===== src/fqd_pkg.sv =====
package fqd_pkg;

    localparam logic [7:0] C_PLUS    = 8'h2B;
    localparam logic [7:0] C_MINUS   = 8'h2D;
    localparam logic [7:0] C_PERCENT = 8'h25;
    localparam logic [7:0] C_AMP     = 8'h26;
    localparam logic [7:0] C_EQUALS  = 8'h3D;
    localparam logic [7:0] C_CR      = 8'h0D;
    localparam logic [7:0] C_SPACE   = 8'h20;
    localparam logic [7:0] C_NUL     = 8'h00;

    typedef struct packed {
        logic       byte_valid;
        logic [7:0] out_byte;
        logic       in_value_part;
        logic       pair_end;
        logic       pair_drop;
        logic       query_end;
    } t_result;

endpackage


===== src/form_query_decoder_top.sv =====
// channel | direction | handshake             | beat payload
// in      | input     | i_in_valid/o_in_stall | i_in_byte, i_in_last
// out     | output    | o_out_valid/i_out_stall| byte, value flag, pair/query marks
//
// One beat in per cycle while o_in_stall is low, one result (or none) per beat.
// An input register and a result register stand around the mode machine.
// Reset (i_rst_n low, synchronous) empties both registers and returns the
// parser to token start. A stalled result holds; the input register keeps
// accepting as long as the result register drains or is empty.
module form_query_decoder_top
    import fqd_pkg::*;
(
    input  logic       i_clk,
    input  logic       i_rst_n,
    input  logic       i_in_valid,
    output logic       o_in_stall,
    input  logic [7:0] i_in_byte,
    input  logic       i_in_last,
    output logic       o_out_valid,
    input  logic       i_out_stall,
    output logic       o_byte_valid,
    output logic [7:0] o_out_byte,
    output logic       o_in_value_part,
    output logic       o_pair_end,
    output logic       o_pair_drop,
    output logic       o_query_end
);

    logic       r_s1_valid;
    logic [7:0] r_s1_byte;
    logic       r_s1_last;
    logic       r_out_valid;
    t_result    r_res;

    logic       advance;
    logic       in_acc;
    t_result    res;
    logic       has_res;

    assign advance    = r_s1_valid && (!r_out_valid || !i_out_stall);
    assign o_in_stall = r_s1_valid && !advance;
    assign in_acc     = i_in_valid && !o_in_stall;

    fqd_parse u_parse (
        .i_clk     (i_clk),
        .i_rst_n   (i_rst_n),
        .i_step    (advance),
        .i_byte    (r_s1_byte),
        .i_last    (r_s1_last),
        .o_res     (res),
        .o_has_res (has_res)
    );

    always_ff @(posedge i_clk) begin
        if (!i_rst_n) begin
            r_s1_valid <= 1'b0;
        end else if (in_acc) begin
            r_s1_valid <= 1'b1;
        end else if (advance) begin
            r_s1_valid <= 1'b0;
        end
        if (in_acc) begin
            r_s1_byte <= i_in_byte;
            r_s1_last <= i_in_last;
        end
    end

    always_ff @(posedge i_clk) begin
        if (!i_rst_n) begin
            r_out_valid <= 1'b0;
        end else if (advance) begin
            r_out_valid <= has_res;
        end else if (!i_out_stall) begin
            r_out_valid <= 1'b0;
        end
        if (advance) begin
            r_res <= res;
        end
    end

    assign o_out_valid     = r_out_valid;
    assign o_byte_valid    = r_res.byte_valid;
    assign o_out_byte      = r_res.out_byte;
    assign o_in_value_part = r_res.in_value_part;
    assign o_pair_end      = r_res.pair_end;
    assign o_pair_drop     = r_res.pair_drop;
    assign o_query_end     = r_res.query_end;

endmodule


===== src/fqd_hex.sv =====
module fqd_hex
    import fqd_pkg::*;
(
    input  logic [7:0] i_first,
    input  logic [7:0] i_second,
    output logic [7:0] o_value
);

    function automatic logic is_hex(input logic [7:0] c);
        return (c >= 8'h30 && c <= 8'h39) || (c >= 8'h61 && c <= 8'h66)
            || (c >= 8'h41 && c <= 8'h46);
    endfunction

    function automatic logic [3:0] hex_val(input logic [7:0] c);
        logic [7:0] d;
        if (c >= 8'h30 && c <= 8'h39) begin
            d = c - 8'h30;
        end else if (c >= 8'h61 && c <= 8'h66) begin
            d = c - 8'h57;
        end else begin
            d = c - 8'h37;
        end
        return d[3:0];
    endfunction

    logic       a_blank;
    logic       a_hex;
    logic       b_hex;
    logic [3:0] a_val;
    logic [3:0] b_val;

    assign a_blank = (i_first == C_SPACE) || (i_first >= 8'h09 && i_first <= 8'h0D);
    assign a_hex   = is_hex(i_first);
    assign b_hex   = is_hex(i_second);
    assign a_val   = hex_val(i_first);
    assign b_val   = hex_val(i_second);

    // strtol-style read of two characters
    always_comb begin
        o_value = 8'h00;
        if (a_blank || i_first == C_PLUS) begin
            o_value = b_hex ? {4'h0, b_val} : 8'h00;
        end else if (i_first == C_MINUS) begin
            o_value = b_hex ? (8'h00 - {4'h0, b_val}) : 8'h00;
        end else if (a_hex) begin
            o_value = b_hex ? {a_val, b_val} : {4'h0, a_val};
        end
    end

endmodule


===== src/fqd_parse.sv =====
module fqd_parse
    import fqd_pkg::*;
(
    input  logic       i_clk,
    input  logic       i_rst_n,
    input  logic       i_step,
    input  logic [7:0] i_byte,
    input  logic       i_last,
    output t_result    o_res,
    output logic       o_has_res
);

    typedef enum logic [2:0] {
        M_START = 3'd0,
        M_NAME  = 3'd1,
        M_VALUE = 3'd2,
        M_HEX1  = 3'd3,
        M_HEX2  = 3'd4,
        M_ENDED = 3'd5
    } t_mode;

    t_mode      r_mode, n_mode;
    logic [7:0] r_first_hex, n_first_hex;
    logic [7:0] hex_value;

    logic       valid, vpart, pend, pdrop, qend;
    logic [7:0] ob;
    t_mode      body_mode;

    fqd_hex u_hex (
        .i_first  (r_first_hex),
        .i_second (i_byte),
        .o_value  (hex_value)
    );

    always_comb begin
        valid       = 1'b0;
        vpart       = 1'b0;
        pend        = 1'b0;
        pdrop       = 1'b0;
        qend        = 1'b0;
        ob          = 8'h00;
        n_mode      = r_mode;
        n_first_hex = r_first_hex;
        body_mode   = r_mode;

        if (r_mode == M_ENDED) begin
            if (i_last) begin
                qend   = 1'b1;
                n_mode = M_START;
            end
        end else if (i_byte == C_NUL || i_byte == C_AMP) begin
            pdrop  = (r_mode == M_NAME);
            pend   = (r_mode == M_VALUE) || (r_mode == M_HEX1) || (r_mode == M_HEX2);
            qend   = i_last;
            n_mode = (i_byte == C_NUL && !i_last) ? M_ENDED : M_START;
        end else begin
            unique case (r_mode)
                M_VALUE: begin
                    if (i_byte == C_PLUS) begin
                        valid = 1'b1;
                        vpart = 1'b1;
                        ob    = C_SPACE;
                    end else if (i_byte == C_PERCENT) begin
                        body_mode = M_HEX1;
                    end else if (i_byte != C_CR) begin
                        valid = 1'b1;
                        vpart = 1'b1;
                        ob    = i_byte;
                    end
                end
                M_HEX1: begin
                    n_first_hex = i_byte;
                    body_mode   = M_HEX2;
                end
                M_HEX2: begin
                    if (hex_value != C_CR) begin
                        valid = 1'b1;
                        vpart = 1'b1;
                        ob    = hex_value;
                    end
                    body_mode = M_VALUE;
                end
                default: begin
                    // token start, name, and unused codes
                    if (i_byte == C_EQUALS) begin
                        body_mode = M_VALUE;
                    end else begin
                        valid     = 1'b1;
                        ob        = i_byte;
                        body_mode = M_NAME;
                    end
                end
            endcase
            n_mode = body_mode;
            // final byte closes the token in the mode it leaves behind
            if (i_last) begin
                pdrop  = (body_mode == M_NAME);
                pend   = (body_mode == M_VALUE) || (body_mode == M_HEX1)
                      || (body_mode == M_HEX2);
                qend   = 1'b1;
                n_mode = M_START;
            end
        end
    end

    always_ff @(posedge i_clk) begin
        if (!i_rst_n) begin
            r_mode      <= M_START;
            r_first_hex <= 8'h00;
        end else if (i_step) begin
            r_mode      <= n_mode;
            r_first_hex <= n_first_hex;
        end
    end

    assign o_res.byte_valid    = valid;
    assign o_res.out_byte      = ob;
    assign o_res.in_value_part = vpart;
    assign o_res.pair_end      = pend;
    assign o_res.pair_drop     = pdrop;
    assign o_res.query_end     = qend;
    assign o_has_res           = valid || pend || pdrop || qend;

endmodule


===== config.mk =====
export PLATFORM = sky130hd
export DESIGN_NAME = form_query_decoder_top
export DESIGN_NICKNAME = d
export VERILOG_FILES = /design/src/fqd_pkg.sv /design/src/form_query_decoder_top.sv /design/src/fqd_hex.sv /design/src/fqd_parse.sv
export SDC_FILE = /design/constraint.sdc
export NUM_CORES = 1
export LEC_CHECK = 0
export BUFFER_PORTS_ARGS = -buffer_cell sky130_fd_sc_hd__buf_4
export CORE_UTILIZATION = 40
export CTS_CLUSTER_SIZE = 10
export DETAILED_ROUTE_END_ITERATION = 10
export GPL_TIMING_DRIVEN = 0
export MAX_ROUTING_LAYER = met4
export PLACE_DENSITY = 0.55
export SLEW_MARGIN = 20
export SYNTH_ARGS = -nofsm -noshare
export SYNTH_HDL_FRONTEND = slang
export SYNTH_SLANG_ARGS = --single-unit
export TNS_END_PERCENT = 30

===== constraint.sdc =====
create_clock -name i_clk -period 3.7 [get_ports i_clk]
set_input_delay 0.37 -clock i_clk [delete_from_list [all_inputs] [get_ports i_clk]]
set_output_delay 0.37 -clock i_clk [all_outputs]
set_load 0.01 [all_outputs]

==> impl_summary.log, run 1 <==
[metrics] Period Utilization, post-route: 0.937
[metrics] worst path required time: ~3.7 ns
[metrics] capture point of the worst reg-to-reg path: o_out_byte[2]
[metrics] launch point of the worst hold path: i_in_byte[1]
[metrics] top cells by area in the synthesized netlist: edfxtp_1 (27%), dfxtp_1 (11%), ha_1 (4.7%), nand2_1 (4.1%), nor2_1 (3.6%)
[metrics] area of the mapped netlist: about 0.0024 mm^2
[metrics] net count after synthesis: roughly 290
[metrics] count of fill cells added during filler insertion: 549
[metrics] clock edge transition at the registers on the reported setup and hold paths: 0.07 ns
[metrics] Via density: approximately 5.7
[metrics] sequential area share after synthesis: 0.382
[metrics] Clock Tree Buf Depth: 2
[metrics] Least-Margin Pin Slew: around 0.77 ns
[metrics] endpoint with the worst hold slack: r_s1_byte[1]
[metrics] wire length of the first global-routing pass: between 9 and 10 mm
[metrics] Die W: just under 80 um
[metrics] register-to-register setup slack: roughly 0.23 ns
[metrics] number of I/O port buffers: 27
[metrics] outcome: completed
[metrics] CTS hold repair buffers: 0
[metrics] total power per unit cell area: between 300 and 400 mW/mm^2
[metrics] length in cells of the worst reg-to-reg path: 11
[metrics] drt total wl: roughly 5.7 mm
[metrics] GRT Resource Usage Total: 0.197
[metrics] top cell type's share of synthesized area: 0.274
[metrics] total via count after detailed routing: between 2000 and 2500
[metrics] vertical extent of the die: approximately 80 um
[metrics] R2R Path Start: r_s1_byte[1]
[metrics] number of nets in the final layout: about 320
[metrics] count of flip-flops with a built-in enable after synthesis: 22
[metrics] Residual DRC: 0
[metrics] Num CTS Buffers: 5
[metrics] leading area contributor after synthesis: edfxtp_1
[metrics] detailed-router iteration count before antenna repair: 5
[metrics] total congestion overflow: 0
[metrics] clock sinks: 35
[metrics] average size of a mapped cell: roughly 9 um^2
[metrics] number of cell rows: 27
[metrics] max-cap viol count: 0
[metrics] fraction of registers with async set/reset: 0
[metrics] area of the core region: 0.00564 mm^2
[metrics] diode insertion count for antenna repair: 0
[metrics] number of setup buffers added after CTS: 0
[metrics] maximum frequency from static timing analysis: around 290 MHz
[metrics] routed wire length per instance: approximately 15 um
[metrics] count of cells along the worst hold path: 1
[metrics] critical path peak fanout: 9
[metrics] final hold violation count: 0
[metrics] final worst setup slack: approximately 0.23 ns
[metrics] nature of the critical path endpoint: register
[metrics] Leak Pwr: 1.07 nW
[metrics] distinct cell type count after synthesis: 68
[metrics] relative slew slack: 0.486
[metrics] CTS tree: done
[metrics] classification of the worst-slack hold path: in2reg
[metrics] synthesized netlist cell count: between 200 and 300
[metrics] placed wire-length estimate: 4.36 mm
[metrics] worst-case clock skew: roughly 0.0095 ns
[metrics] top library cells by usage in the layout, fill and taps aside: buf_4 (27), nand2_1 (26), nor2_1 (23), edfxtp_1 (22), o21ai_0 (17)
[metrics] TNS Setup: 0 ns
[metrics] weighted congestion reported at the end of routability-driven placement: roughly 0.87
[metrics] initial antenna violation count: 0
[metrics] Post-DRT Antenna Nets: 0
[metrics] most common flop cell mapped by yosys: edfxtp_1
[metrics] number of I/O pins: 28
[metrics] final period demand of the worst path: between 3 and 4 ns
[metrics] Setup crit start kind: register
[metrics] final count of negative-setup-slack endpoints: 0
[metrics] fraction of layout instances using a drive strength above 1: 0.159
[metrics] die area: 0.00634 mm^2
[metrics] number of storage elements in the synthesis netlist: 35
[metrics] initial cell density of the core: 0.427
[metrics] number of DRC markers in iteration 0: 104
[metrics] Layout area overhead: 16.9%
[metrics] worst ir drop on vdd: 0.174 mV
[metrics] worst slack, placed: ~0.17 ns
[metrics] Worst-Skew Late Latency: between 0.2 and 0.3 ns
[metrics] data arrival at the endpoint of the critical path: ~3.5 ns
[metrics] YS warnings: 0
[metrics] Slew Limit Fails: 0
[metrics] root buffer cell: clkbuf_8
[metrics] unrepaired setup endpoints after global routing: no
[metrics] H-Tree Depth: 2
[metrics] class of the most critical setup path: reg2reg
[metrics] vias in the first global route: 1858
[metrics] largest net degree at the start of global routing: 16
[metrics] most frequent standard cell in the layout excluding fill and tap cells: buf_4
## per-layer routing
| layer | global-route usage | wire length, um | vias to the layer above |
|---|---|---|---|
| met5 | - | 0 | - |
| li1 | - | - | 1068 |
| met3 | 0.0343 | 251 | 9 |
| met4 | 0.0600 | 78 | 0 |
| met1 | 0.281 | 2830 | 997 |
| met2 | 0.283 | 2510 | 62 |
## report_power, final
group	total, mW	leakage (nW)	switching, mW	internal [mW]
Sequential	0.440	0.312	0.0100	0.430
Combinational	0.0926	0.704	0.0533	0.0393
Clock	0.339	0.0562	0.138	0.201
## area by class of cell
class	count	area, um^2	share of cell area
clock inverter	3	42.5	0.0151
inverter	10	37.5	0.0133
buffer	11	45.0	0.0160
multi-input combinational	210	1410	0.500
timing repair buffer	27	203	0.0720
clock buffer	5	68.8	0.0244
tap	72	90.1	0.0320
sequential	35	921	0.327
## through the flow
stage	utilization	power [mW]	area (um^2)	hold slack, ns	instances
4_1_cts	0.499	0.881	2810	0.245	373
5_1_grt	0.499	0.913	2820	0.235	373
6_report	0.499	0.872	2820	0.251	373
3_3_place_gp	0.479	0.541	2700	0.431	365
3_5_place_dp	0.479	0.540	2700	0.444	365
2_1_floorplan	-	0.502	2410	0.424	266
## worst max-delay path: stages, from the launching register on
cell and delay [ns]:
edfxtp_1 0.54, inv_1 0.16, ha_1 0.31, o21bai_1 0.11, a21oi_2 0.25, mux2i_1 0.16
ha_1 0.26, or3_1 0.37, a211o_1 0.35, o22a_4 0.22, o31ai_4 0.34, o22ai_1 0.13
## how the worst max path moves through the flow
stage	startpoint	endpoint	slack (ns)	depth (start not counted)
2_1_floorplan	r_s1_byte[0]	o_out_byte[2]	0.59	11
3_3_place_gp	r_s1_byte[0]	o_out_byte[2]	0.18	11
3_5_place_dp	r_s1_byte[0]	o_out_byte[2]	0.17	11
4_1_cts	r_s1_byte[0]	o_out_byte[2]	0.15	11
5_1_grt	r_s1_byte[1]	o_out_byte[2]	0.03	11
6_report	r_s1_byte[1]	o_out_byte[2]	0.23	11
## timing repair
| item | CTS | global route |
|---|---|---|
| endpoints found under the setup margin | 0 | 5 |
| hold endpoints to repair | 0 | 0 |
| gates resized for setup | 0 | 1 |
## cell usage after synthesis, drive strengths merged (4+ instances only)
library cell and instances:
nand2 26, nor2 23, edfxtp 22, o21ai 19, dfxtp 13, nor2b 13
a21oi 12, inv 10, ha 9, clkbuf 7, nor3 7, mux2i 6
nand4 6, a31oi 5, nand3 5, xor2 5, and2 4, buf 4
or3 4, xnor2 4
## logic make-up (layout without fill, tap and decap cells)
kind of cell / after synthesis / after routing / share of synthesized area
and+or+nand+nor: 106 / 106 / 0.234
muxes: 6 / 6 / 0.0249
buffers and inverters: 21 / 56 / 0.0343
xor gates and xnor gates: 9 / 9 / 0.0327
DFF: 35 / 35 / 0.382
adders and majority gates: 9 / 9 / 0.0468
AOI/OAI and AO/OA: 80 / 80 / 0.245
## state kept, by name, summed over array words and instances (netlist names)
register / count
o_pair_drop: 1
o_pair_end: 1
o_out_byte: 8
u_parse.r_first_hex: 8
o_query_end: 1
r_s1_last: 1
o_out_valid: 1
o_in_value_part: 1
o_byte_valid: 1
r_s1_byte: 8
u_parse.r_mode: 3
r_s1_valid: 1
No activity file was read; power rests on OpenSTA's default activity.
==> inputs of run 2 (changes only) <==
--- a/config.mk
+++ b/config.mk
@@ -6,6 +6,7 @@
 export NUM_CORES = 1
 export LEC_CHECK = 0
 export BUFFER_PORTS_ARGS = -buffer_cell sky130_fd_sc_hd__buf_4
+export CORE_MARGIN = 3
 export CORE_UTILIZATION = 40
 export CTS_CLUSTER_SIZE = 10
 export DETAILED_ROUTE_END_ITERATION = 10
@@ -15,5 +16,6 @@
 export SLEW_MARGIN = 20
 export SYNTH_ARGS = -nofsm -noshare
 export SYNTH_HDL_FRONTEND = slang
+export SYNTH_HIERARCHICAL = 1
 export SYNTH_SLANG_ARGS = --single-unit
 export TNS_END_PERCENT = 30
==> run 2 against run 1 <==
  * Count of clock-buffer cells in the layout up 1
  * First-iteration DRC count grew 73%
  * Sequential cell count unchanged
  * Highest routed layer unchanged
==> impl_summary.log, run 2 <==
[metrics] Worst-Skew Late Latency: 0.28 ns (about the same)
[metrics] sequential cell area: 921 um^2 (unchanged)
[metrics] vias in the first global route: 2128 (+15%)
[metrics] vertical extent of the die: 87.1 um (+9.4%)
[metrics] fraction of the core area covered by cells at the end of the flow: 0.498 (-0.00127)
[metrics] CTS hold repair buffers: 0 (unchanged)
[metrics] sequential area share after synthesis: 0.350 (-0.0319)
[metrics] top-count cell post-synth: edfxtp_1
[metrics] number of DRC markers in iteration 0: 180 (+73%)
[metrics] top cells by area in the synthesized netlist: edfxtp_1 (25%), dfxtp_1 (9.9%), ha_1 (4.3%), a21oi_1 (4.0%), a21boi_2 (3.4%)
[metrics] number of cell rows: 28 (+3.7%)
[metrics] fraction of registers with async set/reset: 0 (unchanged)
[metrics] leading area contributor after synthesis: edfxtp_1
[metrics] Period Utilization, post-route: 0.906 (-0.0308)
[metrics] final count of negative-setup-slack endpoints: 0 (unchanged)
[metrics] final worst setup slack: 0.348 ns (+0.114 ns)
[metrics] length in cells of the worst reg-to-reg path: 14 (+3)
[metrics] count of flip-flops with a built-in enable after synthesis: 22 (unchanged)
[metrics] critical path peak fanout: 7 (-2)
[metrics] data arrival at the endpoint of the critical path: 3.58 ns (+0.09 ns)
[metrics] number of storage elements in the synthesis netlist: 35 (unchanged)
[metrics] basic-gate share of the synthesized area counting and, or, nand and nor cells: 0.228 (-0.00667)
[metrics] post-synthesis mux area share: 0.0119 (-0.0130)
[metrics] number of I/O port buffers: 27 (unchanged)
[metrics] Least-Margin Pin Slew: 0.683 ns (-0.0871 ns)
[metrics] total via count after detailed routing: 2253 (+5.5%)
[metrics] Post-DRT Antenna Nets: 0 (unchanged)
[metrics] count of cells along the worst hold path: 1 (unchanged)
[metrics] average size of a mapped cell: 9.52 um^2 (+5.1%)
[metrics] diode insertion count for antenna repair: 0 (unchanged)
[metrics] Leak Pwr: 1.07 nW (-0.14%)
[metrics] Layout area overhead: 16.2%
[metrics] dominant combinational cell family by area after synthesis: compound AO/OA/AOI/OAI gates
[metrics] most frequent standard cell in the layout excluding fill and tap cells: buf_4
[metrics] distinct cell type count after synthesis: 76 (+12%)
[metrics] top library cells by usage in the layout, fill and taps aside: buf_4 (35), edfxtp_1 (22), a21oi_1 (21), nand2_1 (19), o21ai_1 (17)
[metrics] CP startpoint: u_parse/r_first_hex[0]
[metrics] unrepaired setup endpoints after global routing: no
[metrics] compound-gate portion of the synthesized area: 0.296 (+0.0515)
[metrics] CTS tree: done
[metrics] top cell type's share of synthesized area: 0.251 (-0.0229)
[metrics] total power per unit cell area: 267 mW/mm^2 (-14%)
[metrics] total congestion overflow: 0 (unchanged)
[metrics] worst path required time: 3.92 ns (+0.19 ns)
[metrics] adder-cell area share of the yosys netlist: 0.0429 (-0.00390)
[metrics] largest net degree at the start of global routing: 14 (-2)
[metrics] launch point of the worst hold path: i_in_byte[5]
[metrics] Slew Limit Fails: 0 (unchanged)
[metrics] final non-filler cell area: 0.00305 mm^2 (+8.4%)
[metrics] root buffer cell: clkbuf_8
[metrics] placed wire-length estimate: 4.62 mm (+6.1%)
[metrics] Via density: 5.78 (+0.88%)
[metrics] net count after synthesis: 298 (+3.5%)
[metrics] worst-case clock skew: 0.00188 ns (-0.00758 ns)
[metrics] max-cap viol count: 0 (unchanged)
[metrics] most common flop cell mapped by yosys: edfxtp_1
[metrics] final period demand of the worst path: 3.35 ns (-0.114 ns)
[metrics] clock edge transition at the registers on the reported setup and hold paths: 0.07 ns (about the same)
[metrics] maximum frequency from static timing analysis: 298 MHz (+3.4%)
[metrics] endpoint with the worst hold slack: r_s1_byte[5]
[metrics] worst ir drop on vdd: 0.240 mV (+38%)
[metrics] number of nets in the final layout: 336 (+4.3%)
[metrics] clock sinks: 35 (unchanged)
[metrics] relative slew slack: 0.544 (+0.0581)
[metrics] outcome: completed
[metrics] final hold violation count: 0 (unchanged)
[metrics] count of fill cells added during filler insertion: 585 (+6.6%)
[metrics] worst slack, placed: -0.191 ns (-0.360 ns)
[metrics] capture point of the worst reg-to-reg path: o_out_valid
[metrics] area of the mapped netlist: 0.00263 mm^2 (+9.1%)
[metrics] Clock Tree Buf Depth: 2 (unchanged)
[metrics] initial cell density of the core: 0.429 (+0.00165)
[metrics] nature of the critical path endpoint: register
[metrics] initial antenna violation count: 0 (unchanged)
[metrics] synthesized netlist cell count: 276 (+3.8%)
[metrics] H-Tree Depth: 2 (unchanged)
[metrics] Num CTS Buffers: 5 (unchanged)
[metrics] die area: 0.00758 mm^2 (+20%)
[metrics] Residual DRC: 0 (unchanged)
[metrics] classification of the worst-slack hold path: in2reg
[metrics] number of I/O pins: 28 (unchanged)
[metrics] YS warnings: 6 (+6)
[metrics] class of the most critical setup path: reg2reg
[metrics] area used by multi-input combinational logic: 0.00157 mm^2 (+11%)
[metrics] weighted congestion reported at the end of routability-driven placement: 0.905 (+4.4%)
[metrics] area post-placement: 0.00294 mm^2 (+8.8%)
[metrics] Die W: 87.1 um (+9.4%)
[metrics] parity-gate share of the synthesized area counting xor and xnor cells: 0.0133 (-0.0194)
[metrics] GRT Resource Usage Total: 0.179 (-0.0181)
[metrics] area of the core region: 0.00613 mm^2 (+8.7%)
[metrics] Post-synth top cells: edfxtp_1 (22), a21oi_1 (21), nand2_1 (19), o21ai_1 (17), nor2_1 (16)
[metrics] Setup crit start kind: register
[metrics] routed wire length per instance: 15.9 um (+4.6%)
[metrics] R2R Path Start: u_parse/r_first_hex[0]
[metrics] wire length of the first global-routing pass: 10.4 mm (+13%)
[metrics] detailed-router iteration count before antenna repair: 4 (-1)
[metrics] drt total wl: 6.20 mm (+9.4%)
[metrics] fraction of layout instances using a drive strength above 1: 0.267 (+0.107)
[metrics] register-to-register setup slack: 0.35 ns (+0.11 ns)
==> run 2: cell count changes after synthesis, moves of 4 or more <==
cell,previous run,this run
a21boi_2,0,8
a21oi_1,12,21
o21ai_1,2,17
nand4_1,6,1
buf_4,0,5
nor2_1,23,16
o211ai_1,1,6
o21ai_0,17,5
nand2_1,26,19
nand3_1,5,14
nor2b_1,13,4
mux2i_1,6,2
==> run 2: critical path: stages, from the launching register on <==
cell	delay, ns
dfxtp_1	0.47
inv_1	0.14
ha_1	0.26
nor3b_2	0.19
o32ai_2	0.21
o211ai_1	0.20
and3b_4	0.26
o211a_1	0.21
a21oi_1	0.30
nor4b_2	0.12
a31oi_1	0.38
nor3_2	0.10
o211ai_1	0.24
a22oi_1	0.09
nor2b_1	0.11
==> run 2: per-stage QoR <==
stage | hold WS [ns] | power, mW | instances | setup TNS [ns]
after floorplan | 0.469 | 0.523 | 276 | 0
after global placement | 0.544 | 0.562 | 378 | -0.339
after detailed placement | 0.541 | 0.565 | 379 | -0.354
after CTS | 0.250 | 0.824 | 390 | 0
after global routing | 0.242 | 0.860 | 390 | 0
final | 0.259 | 0.816 | 390 | 0
==> run 2: logic make-up (layout without fill, tap and decap cells) <==
| family | after synthesis | after routing |
|---|---|---|
| compound gates | 101 | 101 |
| buf+inv | 28 | 67 |
| xor+xnor | 4 | 4 |
| fa+ha+maj | 9 | 9 |
| mux | 3 | 3 |
| flops | 35 | 35 |
| simple gates | 96 | 96 |
==> run 2: worst max path at each step <==
stage / endpoint / depth (start not counted)
3_5_place_dp: o_out_valid / 15
5_1_grt: o_out_valid / 14
4_1_cts: o_out_valid / 15
2_1_floorplan: o_byte_valid / 14
6_report: o_out_valid / 14
3_3_place_gp: o_out_valid / 15
==> run 2: power by group <==
| group | internal (mW) | switching, mW | leakage [nW] |
|---|---|---|---|
| clock | 0.128 | 0.128 | 0.0403 |
| sequential | 0.432 | 0.0165 | 0.313 |
| combinational | 0.0538 | 0.0579 | 0.718 |
| total | 0.614 | 0.202 | 1.07 |
==> run 2: per-layer routing <==
layer	vias to the layer above	global-route usage	routed length, um	part of all wire
li1	1129	-	-	-
met1	1067	0.244	2960	0.48
met2	49	0.268	2880	0.46
met3	8	0.0360	271	0.044
met4	0	0.0538	79	0.013
met5	-	-	0	0
==> run 2: cell type report <==
| class | count | area share |
|---|---|---|
| Timing Repair Buffer | 31 | 0.0775 |
| Clock buffer | 6 | 0.0238 |
| Clock inverter | 2 | 0.00246 |
| Sequential cell | 35 | 0.302 |
| Buffer | 15 | 0.0328 |
| Multi-Input combinational cell | 213 | 0.514 |
| Tap cell | 75 | 0.0307 |
| Inverter | 13 | 0.0168 |
==> run 2: timing repair <==
| action | CTS | global route |
|---|---|---|
| buffers inserted | 3 | 0 |
| gates resized for setup | 1 | 1 |
| endpoints found under the hold margin | 0 | 0 |
| endpoints found under the setup margin | 2 | 1 |
